==> src/rtl/lcf_pkg.sv <==
// Package for the linear convolution FIR unit.
// Shared widths, types, op codes, controller/datapath command structs.
// No dependencies.
package lcf_pkg;

    localparam int MAX_TAPS     = 32;
    localparam int SAMPLE_BITS  = 16;
    localparam int OUT_BITS     = 37;
    localparam int PROD_BITS    = 2 * SAMPLE_BITS;
    localparam int TAP_IDX_BITS = $clog2(MAX_TAPS);
    localparam int TAP_CNT_BITS = 6;

    localparam logic OP_LOAD   = 1'b0;
    localparam logic OP_SAMPLE = 1'b1;

    localparam logic [TAP_CNT_BITS-1:0] TAP_COUNT_RESET = TAP_CNT_BITS'(MAX_TAPS);

    typedef logic signed [SAMPLE_BITS-1:0] sample_t;
    typedef logic signed [PROD_BITS-1:0]   prod_t;
    typedef logic signed [OUT_BITS-1:0]    acc_t;
    typedef logic [TAP_IDX_BITS-1:0]       tap_idx_t;
    typedef logic [TAP_CNT_BITS-1:0]       tap_cnt_t;

    typedef struct packed {
        logic     coef_we;
        logic     shift_in;
        logic     shift_zero;
        logic     clear_hist;
        logic     issue;
        logic     issue_first;
        logic     issue_last;
        tap_idx_t issue_idx;
        logic     load_out;
        logic     out_last;
    } lcf_cmd_t;

    typedef struct packed {
        logic acc_done;
        logic out_free;
    } lcf_status_t;

    // taps in use: 0 acts as 1, anything above MAX_TAPS acts as MAX_TAPS
    function automatic tap_cnt_t clamp_taps(tap_cnt_t raw);
        tap_cnt_t t;
        t = raw;
        if (raw == '0)
        begin
            t = TAP_CNT_BITS'(1);
        end
        else if (raw > TAP_CNT_BITS'(MAX_TAPS))
        begin
            t = TAP_CNT_BITS'(MAX_TAPS);
        end
        return t;
    endfunction

endpackage

==> src/rtl/lcf_ram.sv <==
// Generic single-write, single-read RAM with registered read data.
// No dependencies.
module lcf_ram #(
    parameter int WIDTH = 16,
    parameter int DEPTH = 32
) (
    input  logic                     clk,
    input  logic                     we,
    input  logic [$clog2(DEPTH)-1:0] waddr,
    input  logic [WIDTH-1:0]         wdata,
    input  logic [$clog2(DEPTH)-1:0] raddr,
    output logic [WIDTH-1:0]         rdata
);

    logic [WIDTH-1:0] mem_reg [DEPTH];
    logic [WIDTH-1:0] rdata_reg;

    always_ff @(posedge clk)
    begin
        if (we)
        begin
            mem_reg[waddr] <= wdata;
        end
        rdata_reg <= mem_reg[raddr];
    end

    assign rdata = rdata_reg;

endmodule

==> src/rtl/lcf_datapath.sv <==
// Datapath: sample delay line, coefficient RAM, pipelined MAC, output register.
// Depends on lcf_pkg and lcf_ram.
module lcf_datapath (
    input  logic                    clk,
    input  logic                    rst_n,
    input  lcf_pkg::lcf_cmd_t       cmd,
    output lcf_pkg::lcf_status_t    status,
    input  logic [4:0]              coef_index,
    input  logic signed [15:0]      value,
    output logic                    out_valid,
    input  logic                    out_ready,
    output logic signed [36:0]      out_value,
    output logic                    out_last
);

    lcf_pkg::sample_t hist_reg [lcf_pkg::MAX_TAPS];

    logic [lcf_pkg::SAMPLE_BITS-1:0] coef_rdata;
    lcf_pkg::sample_t samp1_reg;
    logic             v1_reg;
    logic             first1_reg;
    logic             last1_reg;
    lcf_pkg::prod_t   prod_reg;
    logic             v2_reg;
    logic             first2_reg;
    logic             last2_reg;
    lcf_pkg::acc_t    acc_reg;
    logic             acc_done_reg;
    lcf_pkg::acc_t    out_value_reg;
    logic             out_last_reg;
    logic             out_valid_reg;

    lcf_ram #(
        .WIDTH (lcf_pkg::SAMPLE_BITS),
        .DEPTH (lcf_pkg::MAX_TAPS)
    ) u_coef_ram (
        .clk   (clk),
        .we    (cmd.coef_we),
        .waddr (lcf_pkg::tap_idx_t'(coef_index)),
        .wdata (lcf_pkg::SAMPLE_BITS'(value)),
        .raddr (cmd.issue_idx),
        .rdata (coef_rdata)
    );

    // delay line, entry 0 newest
    always_ff @(posedge clk or negedge rst_n)
    begin
        if (!rst_n)
        begin
            for (int k = 0; k < lcf_pkg::MAX_TAPS; k++)
            begin
                hist_reg[k] <= '0;
            end
        end
        else if (cmd.clear_hist)
        begin
            for (int k = 0; k < lcf_pkg::MAX_TAPS; k++)
            begin
                hist_reg[k] <= '0;
            end
        end
        else if (cmd.shift_in)
        begin
            for (int k = lcf_pkg::MAX_TAPS - 1; k > 0; k--)
            begin
                hist_reg[k] <= hist_reg[k-1];
            end
            hist_reg[0] <= cmd.shift_zero ? '0 : lcf_pkg::sample_t'(value);
        end
    end

    always_ff @(posedge clk or negedge rst_n)
    begin
        if (!rst_n)
        begin
            v1_reg        <= 1'b0;
            v2_reg        <= 1'b0;
            acc_done_reg  <= 1'b0;
            out_valid_reg <= 1'b0;
        end
        else
        begin
            v1_reg       <= cmd.issue;
            v2_reg       <= v1_reg;
            acc_done_reg <= v2_reg && last2_reg;
            if (cmd.load_out)
            begin
                out_valid_reg <= 1'b1;
            end
            else if (out_ready)
            begin
                out_valid_reg <= 1'b0;
            end
        end
    end

    always_ff @(posedge clk)
    begin
        samp1_reg  <= hist_reg[cmd.issue_idx];
        first1_reg <= cmd.issue_first;
        last1_reg  <= cmd.issue_last;
        prod_reg   <= $signed(coef_rdata) * samp1_reg;
        first2_reg <= first1_reg;
        last2_reg  <= last1_reg;
        if (v2_reg)
        begin
            acc_reg <= first2_reg ? lcf_pkg::acc_t'(prod_reg)
                                  : acc_reg + lcf_pkg::acc_t'(prod_reg);
        end
        if (cmd.load_out)
        begin
            out_value_reg <= acc_reg;
            out_last_reg  <= cmd.out_last;
        end
    end

    assign status.acc_done = acc_done_reg;
    assign status.out_free = !out_valid_reg || out_ready;

    assign out_valid = out_valid_reg;
    assign out_value = out_value_reg;
    assign out_last  = out_last_reg;

endmodule

==> src/rtl/lcf_ctrl.sv <==
// Controller: sequences loads, the per-output tap walk and the tail flush.
// Depends on lcf_pkg.
module lcf_ctrl (
    input  logic                    clk,
    input  logic                    rst_n,
    input  logic                    in_valid,
    output logic                    in_ready,
    input  logic                    op,
    input  logic                    last_sample,
    input  lcf_pkg::tap_cnt_t       taps,
    input  lcf_pkg::lcf_status_t    status,
    output lcf_pkg::lcf_cmd_t       cmd
);

    localparam logic [1:0] S_IDLE  = 2'd0;
    localparam logic [1:0] S_MAC   = 2'd1;
    localparam logic [1:0] S_DRAIN = 2'd2;
    localparam logic [1:0] S_OUT   = 2'd3;

    logic [1:0]        state_reg;
    logic [1:0]        state_next;
    lcf_pkg::tap_idx_t j_reg;
    lcf_pkg::tap_idx_t j_next;
    lcf_pkg::tap_idx_t f_reg;
    lcf_pkg::tap_idx_t f_next;
    logic              flush_reg;
    logic              flush_next;
    lcf_pkg::tap_cnt_t taps_m1;

    always_ff @(posedge clk or negedge rst_n)
    begin
        if (!rst_n)
        begin
            state_reg <= S_IDLE;
            j_reg     <= '0;
            f_reg     <= '0;
            flush_reg <= 1'b0;
        end
        else
        begin
            state_reg <= state_next;
            j_reg     <= j_next;
            f_reg     <= f_next;
            flush_reg <= flush_next;
        end
    end

    assign taps_m1 = taps - lcf_pkg::TAP_CNT_BITS'(1);

    always_comb
    begin
        state_next = state_reg;
        j_next     = j_reg;
        f_next     = f_reg;
        flush_next = flush_reg;
        in_ready   = 1'b0;
        cmd        = '0;
        cmd.issue_idx = j_reg;
        case (state_reg)
            S_IDLE:
            begin
                in_ready = 1'b1;
                if (in_valid)
                begin
                    if (op == lcf_pkg::OP_LOAD)
                    begin
                        cmd.coef_we = 1'b1;
                    end
                    else
                    begin
                        cmd.shift_in = 1'b1;
                        flush_next   = last_sample;
                        f_next       = '0;
                        j_next       = '0;
                        state_next   = S_MAC;
                    end
                end
            end
            S_MAC:
            begin
                cmd.issue       = 1'b1;
                cmd.issue_first = (j_reg == '0);
                cmd.issue_last  = ({1'b0, j_reg} == taps_m1);
                if (cmd.issue_last)
                begin
                    state_next = S_DRAIN;
                end
                else
                begin
                    j_next = j_reg + 1'b1;
                end
            end
            S_DRAIN:
            begin
                if (status.acc_done)
                begin
                    state_next = S_OUT;
                end
            end
            S_OUT:
            begin
                if (status.out_free)
                begin
                    cmd.load_out = 1'b1;
                    cmd.out_last = flush_reg && ({1'b0, f_reg} == taps_m1);
                    if (flush_reg && !cmd.out_last)
                    begin
                        // tail: feed a zero and walk the taps again
                        cmd.shift_in   = 1'b1;
                        cmd.shift_zero = 1'b1;
                        f_next         = f_reg + 1'b1;
                        j_next         = '0;
                        state_next     = S_MAC;
                    end
                    else
                    begin
                        cmd.clear_hist = flush_reg;
                        flush_next     = 1'b0;
                        state_next     = S_IDLE;
                    end
                end
            end
            default:
            begin
                state_next = S_IDLE;
            end
        endcase
    end

endmodule

==> src/rtl/linear_convolution_fir_unit.sv <==
// Top level of the linear convolution FIR unit: APB register, controller, datapath.
// Depends on lcf_pkg, lcf_ctrl, lcf_datapath (and lcf_ram through it).
//
// A coefficient load (op 0) gives no result. A sample (op 1) gives one Q7.30
// result: one shared 16x16 multiply-accumulate walks the taps one per cycle,
// reading the coefficient RAM port and the delay line, then its pipeline drains
// through the read, product and accumulator registers and the sum is loaded into
// the output register. The next request is taken in the cycle after that load,
// so a sample is not taken before the previous one is through. A sample with
// last_sample set adds tap_count-1 tail results, the final one flagged by
// out_last, and leaves the delay line cleared. A new request is taken once the
// previous result sits in the output register, even if it has not been taken
// yet; a result that is still waiting there holds back the next load.
// tap_count lives at address 0 (reset 32; 0 acts as 1, above 32 as 32).
module linear_convolution_fir_unit (
    input  logic               clk,
    input  logic               rst_n,
    input  logic               psel,
    input  logic               penable,
    input  logic               pwrite,
    input  logic [2:0]         paddr,
    input  logic [31:0]        pwdata,
    output logic [31:0]        prdata,
    output logic               pready,
    input  logic               in_valid,
    output logic               in_ready,
    input  logic               op,
    input  logic [4:0]         coef_index,
    input  logic signed [15:0] value,
    input  logic               last_sample,
    output logic               out_valid,
    input  logic               out_ready,
    output logic signed [36:0] out_value,
    output logic               out_last
);

    lcf_pkg::tap_cnt_t    tap_count_reg;
    lcf_pkg::lcf_cmd_t    cmd;
    lcf_pkg::lcf_status_t status;
    logic                 reg_sel;

    assign pready  = 1'b1;
    assign reg_sel = (paddr[2] == 1'b0);

    always_ff @(posedge clk or negedge rst_n)
    begin
        if (!rst_n)
        begin
            tap_count_reg <= lcf_pkg::TAP_COUNT_RESET;
        end
        else if (psel && penable && pwrite && reg_sel)
        begin
            tap_count_reg <= pwdata[lcf_pkg::TAP_CNT_BITS-1:0];
        end
    end

    assign prdata = reg_sel ? 32'(tap_count_reg) : '0;

    lcf_ctrl u_ctrl (
        .clk         (clk),
        .rst_n       (rst_n),
        .in_valid    (in_valid),
        .in_ready    (in_ready),
        .op          (op),
        .last_sample (last_sample),
        .taps        (lcf_pkg::clamp_taps(tap_count_reg)),
        .status      (status),
        .cmd         (cmd)
    );

    lcf_datapath u_datapath (
        .clk        (clk),
        .rst_n      (rst_n),
        .cmd        (cmd),
        .status     (status),
        .coef_index (coef_index),
        .value      (value),
        .out_valid  (out_valid),
        .out_ready  (out_ready),
        .out_value  (out_value),
        .out_last   (out_last)
    );

    a_no_issue_when_ready: assert property (@(posedge clk) disable iff (!rst_n)
        cmd.issue |-> !in_ready)
        else $error("MAC issue while taking requests");

    a_no_overwrite: assert property (@(posedge clk) disable iff (!rst_n)
        cmd.load_out |-> status.out_free)
        else $error("output register overwritten");

    a_drained: assert property (@(posedge clk) disable iff (!rst_n)
        status.acc_done |-> !cmd.issue && !cmd.shift_in)
        else $error("MAC busy when sum completes");

    a_load_idle: assert property (@(posedge clk) disable iff (!rst_n)
        cmd.coef_we |-> !cmd.issue && !cmd.load_out)
        else $error("coefficient write during tap walk");

endmodule

==> config.mk <==
export PLATFORM = sky130hd
export DESIGN_NAME = linear_convolution_fir_unit
export DESIGN_NICKNAME = d
export VERILOG_FILES = /design/src/rtl/lcf_pkg.sv /design/src/rtl/lcf_ram.sv /design/src/rtl/lcf_datapath.sv /design/src/rtl/lcf_ctrl.sv /design/src/rtl/linear_convolution_fir_unit.sv
export SDC_FILE = /design/constraint.sdc
export NUM_CORES = 2
export LEC_CHECK = 0
export BUFFER_PORTS_ARGS = -buffer_cell sky130_fd_sc_hd__buf_2
export CAP_MARGIN = 10
export CORE_AREA = 4 4 395 397
export CTS_BUF_LIST = sky130_fd_sc_hd__clkbuf_8
export CTS_CLUSTER_SIZE = 25
export DETAILED_ROUTE_END_ITERATION = 8
export DIE_AREA = 0 0 399 401
export PLACE_DENSITY = 0.57
export SLEW_MARGIN = 10
export SYNTH_ARGS = -nofsm -noshare
export SYNTH_HDL_FRONTEND = slang
export SYNTH_SLANG_ARGS = --single-unit
==> constraint.sdc <==
create_clock -name clk -period 6.6 [get_ports clk]
set_input_delay 1.32 -clock clk [delete_from_list [all_inputs] [get_ports clk]]
set_output_delay 1.32 -clock clk [all_outputs]
set_load 0.02 [all_outputs]
# Word level (Yosys, flattened, before mapping)
# Memories as Yosys holds them, arrays and structs flattened. A register that Yosys moved wholly into a read port is not among the register bits.
# Cells that the tools add are included.
[totals]
memories = 1
wordCells = 142
out_inout_bits = 73
register_bits = 662
in_bits = 65
mem_bits_rw = 512
[mem_list]
columns = ["name", "depth", "word_bits", "read_ports", "rd_clocked_by_memory_dff", "write_ports", "line", "source"]
rows = [
  ["u_datapath.u_coef_ram.mem_reg", 32, 16, 1, 1, 1, "lcf_ram.sv:15", "logic [WIDTH-1:0] mem_reg [DEPTH];"],
]
[classes]
mux = 48
n_eq_ne = 13
n_bitwise = 2
reduce_logical = 21
order_cmp = 2
multipliers = 1
n_addsub = 4
[ops]
columns = ["cell", "count"]
rows = [
  ["$mux W512", 2],
  ["$bmux W16 S5", 1],
  ["$mux W16", 3],
  ["$add A37 B32 Y37", 1],
  ["$mux W37", 1],
  ["$mux W5", 7],
  ["$mul A16 B16 Y32", 1],
  ["$mux W2", 10],
  ["$mux W6", 3],
  ["$pmux W5 S3", 1],
  ["$reduce_and A5 Y1", 3],
  ["$mux W1", 14],
  ["$eq A5 B6 Y1", 2],
  ["$add A5 B1 Y5 const B", 2],
  ["$ne A2 B2 Y1 const B", 5],
  ["$pmux W5 S2", 1],
  ["$pmux W2 S4", 1],
  ["$ge A6 B6 Y1 const B", 1],
  ["$gt A6 B6 Y1 const B", 1],
  ["$logic_and A1 B1 Y1", 6],
  ["$logic_not A6 Y1", 1],
  ["$mux W3", 2],
  ["$ne A2 B1 Y1 const B", 3],
  ["$not A5 Y6", 1],
  ["other kinds (13)", 18],
]

# Depth between registers and ports, before layout
[logic_depth]
ltp_word = 14
mapped_depth = 23
ltp_nobuf = 22

# Modules after synthesis
# Synthesis repeated with hierarchy kept, for this count alone.
[unflattened]
cells_unflattened = 4753
hier_area_um2 = 62009.5
[modules_own_cells]
columns = ["module", "seq_area_each_um2", "n_inst", "cells_per_inst", "area_per_inst_um2"]
rows = [
  ["lcf_datapath", 16205.5, 1, 3411, 39655.5],
  ["lcf_ram", 15695.1, 1, 1143, 20535.9],
  ["lcf_ctrl", 325.3, 1, 143, 1285.0],
  ["linear_convolution_fir_unit", 151.4, 1, 56, 533.0],
]

# Worst setup path after synthesis
# Ideal clock, no wire load.
[synth_path]
path_type = "reg2reg"
start = "register u_datapath.samp1_reg[7]"
end = "register u_datapath.prod_reg[29]"
period_less_slack_ps = 5910
stages_incl_launch_ff = 24
arrival_ps = 5790
required_ps = 6481
n_path_buf = 1
setup_ps = 119
setup_slack_ps = 690
path_cell_list = "dfxtp_1 -> clkbuf_1 -> nand2_1 -> fa_1 -> inv_1 -> fa_1 -> inv_1 -> fa_1 -> inv_1 -> fa_1 -> fa_1 -> inv_1 -> fa_1 -> inv_1 -> ha_1 -> o21a_1 -> o21ai_0 -> o21bai_1 -> a21oi_1 -> a211oi_2 -> o21ai_1 -> o41ai_2 -> o211ai_1 -> xnor2_1"
[synth_via]
elab_chain_cells = 1
[synth_rtl]
columns = ["item", "line", "source"]
rows = [
  ["start, declared", "lcf_datapath.sv:19", "lcf_pkg::sample_t samp1_reg;"],
  ["start signal, assigned", "lcf_datapath.sv:99", "samp1_reg <= hist_reg[cmd.issue_idx];"],
  ["$mul A16 B16 Y32", "lcf_datapath.sv:102", "prod_reg <= $signed(coef_rdata) * samp1_reg;"],
  ["end signal, assigned", "lcf_datapath.sv:102", ""],
  ["end, declared", "lcf_datapath.sv:23", "lcf_pkg::prod_t prod_reg;"],
]
# Every way passes these cells.
# A chain may end at the register's enable or synchronous reset.

# Worst setup path in the final report
[layout_path]
start = "register u_datapath.samp1_reg[2]"
end = "register u_datapath.prod_reg[29]"
# Same word-level chain as after synthesis.

==> impl_metrics.ini <==
[route]
routedWlPerCell_um = 19.0
totalWireLength_mm = 138
first_pass_iters = 5
avgViaCountPerCell = 5.20
drt_iter0_drc = 3286
antenna_left = 0
via_count = 37600
remaining_drc_errors = 0

[grt]
grt_overflow = 0
grt_max_degree = 225
antenna_found_initial = 17
grt_pass1_wl_mm = 220
grt_pass1_vias = 38500
grt_usage_pct = 17.3

[timing]
timing.slew.headroom_pct = 29.1
fmax_ghz = 0.159
period_share_pct = 95.0
setup_violations = 0
worst_pin_slew_ns = 1.06
timing.hold.ws_ns = 0.329
drv_slew = 0
skew_ns = 0.0444
period_needed_ns = 6.27
hold_viol_final = 0
setup_tns_ns = 0
grt_setup_unrepaired = no

[critical_path]
path_class = reg2reg
rr_endpoint = u_datapath.prod_reg[29]
rr_worst_depth = 20
critPathRequiredTime_ns = 7.37
critPathLaunchType = register
crit_fanout = 9
cp-end-kind = register
r2r_setup_slack_ns = 0.33
worst_ep_arrival_time_ns = 7.04
r2r_start = u_datapath.samp1_reg[2]

[hold_path]
hp-class = reg2reg
holdCritStartpoint = u_datapath.last1_reg
hold_depth = 0
hold_path_end = u_datapath.last2_reg

[synth]
syn-cell-area_um2 = 60800
synthTopCellsByArea = edfxtp_1, dfrtp_1, mux4_2, fa_1, nand2_1
synth_area_leader_cell = edfxtp_1
yosysWarnings = 0
synth.distinct_cells = 75
yosysTopAreaCellShare_pct = 29.0
ys.flop_type = edfxtp_1
synth-edff-count = 587
syn_area_per_cell_um2 = 12.3
yosysSeqAreaShare_pct = 53.3
synthArstFlopShare_pct = 45.0
synth-seq-cells = 1190
synth_cells = 4954

[clocking]
cts.sink_count = 1190
clockBufferDepth = 3
cts_htree_levels = 4
cts.hold.buffers_added = 0
cts_root_buffer = clkbuf_8
worstSkewPairLatency_ns = 0.92
cts_buffers = 201
clkTransAtPathRegs_ns = 0.06
cts_tree = yes

[final_layout]
final_common_cell = nand2_1
drive_gt1_share_pct = 16.3
syn_to_final_growth_pct = 10.8
finalNonFillerCells = 7246
fillers = 13900
layout_common_cells = nand2_1, edfxtp_1, a21oi_1, dfrtp_1, inv_1
fin_nets = 5503

[place]
place_inst = 6874
io_buffers = 82
gp_congestion = 0.801
dp_hpwl_mm = 85.1

[outcome]
status = finished, final reports clean

[die]
dieWidth_um = 399
die_y_um = 401
ios = 138
design.core.area_um2 = 152000
initial_core_util_pct = 40.0
rows = 143
die_area_um2 = 160000

[flow_run]
cap_violations = 0
==> stage by stage <==
stage,utilization (%),instance area (µm²),worst slack (ns)
6_report,44.3,67300,0.327
5_1_grt,44.3,67300,0.00274
4_1_cts,44.3,67200,0.161
3_5_place_dp,41.8,63400,0.199
3_3_place_gp,41.8,63400,0.202
2_1_floorplan,-,60800,0.690
==> cell type report <==
cell class	instances	area, µm²	share of cell area (%)
tap	2030	2540	3.77
clock buffer	219	3010	4.48
antenna	4	10.0	0.0149
sequential	1190	32400	48.2
clock inverter	147	793	1.18
timing repair buffer	187	1430	2.13
inverter	333	1250	1.86
multi-input combinational	3136	25800	38.4
==> cells in the mapped netlist (all sizes together), types with 5 or more instances <==
cell type     n
nand2      1215
edfxtp      587
a21oi       552
dfrtp       534
inv         332
mux4        320
fa          263
clkbuf      198
and2        127
ha          126
buf         122
nor2         87
dfxtp        68
o21ai        57
xnor2        41
mux2         40
nand3        39
xor2         27
nand2b       19
nor3         17
a21o         16
o21bai       16
nor2b        12
a211oi       11
o31ai        11
nor3b         9
nor4          9
o211ai        9
o21a          9
and3          7
a211o         5
nand3b        5
nor4b         5
o31a          5
==> worst max-delay path: stages, from the launching register on <==
cell and delay, ns:
dfxtp_1 0.60, nand2_1 0.14, fa_1 0.50, fa_1 0.51, fa_1 0.53, inv_1 0.06
fa_1 0.49, fa_1 0.49, inv_1 0.05, fa_1 0.48, inv_1 0.04, ha_1 0.35
a21oi_1 0.20, a21oi_1 0.10, a211oi_1 0.20, o21ai_1 0.18, a211oi_2 0.29, o21ai_1 0.20
o41ai_4 0.43, o211ai_1 0.17, xnor2_1 0.14
==> cells by family (layout without fill, tap and decap cells) <==
family          count (synthesis)  in the layout  synth area share [%]
mux                           364            364                  12.7
buf+inv                       653            886                  4.44
xor+xnor                       69             69                  1.02
compound gates                720            720                  6.54
other cells                     2             31                0.0124
flops                        1190           1190                  53.3
simple gates                 1567           1567                  10.8
fa+ha+maj                     389            389                  11.3
==> metal layers <==
| layer | global-route usage, % | vias up | share of wire (%) | routed length [µm] |
|---|---|---|---|---|
| met5 | 0 | - | 0.0094 | 13 |
| met1 | 24.6 | 19200 | 45 | 61800 |
| met4 | 5.07 | 2 | 2.3 | 3240 |
| met2 | 26.9 | 946 | 46 | 64000 |
| li1 | - | 17300 | - | - |
| met3 | 3.90 | 239 | 6.4 | 8770 |
==> how the worst max path moves through the flow <==
stage | start | to | slack (ns) | cells past startpoint
final | u_datapath.samp1_reg[2] | u_datapath.prod_reg[29] | 0.33 | 20
after global placement | u_datapath.u_coef_ram.rdata[7] | u_datapath.prod_reg[29] | 0.20 | 21
after floorplan | u_datapath.samp1_reg[7] | u_datapath.prod_reg[29] | 0.69 | 23
after detailed placement | u_datapath.samp1_reg[6] | u_datapath.prod_reg[29] | 0.20 | 21
after global routing | u_datapath.u_coef_ram.rdata[11] | u_datapath.prod_reg[28] | 0.003 | 22
after CTS | u_datapath.samp1_reg[7] | u_datapath.prod_reg[29] | 0.16 | 21
==> timing repair <==
item,4_1_cts,5_1_grt
setup endpoints to repair,0,5
gates resized for setup,0,13
setup buffers,0,2
Power is not shown: default switching activity piles up to over one toggle a cycle in this logic, so the estimate is an artifact.
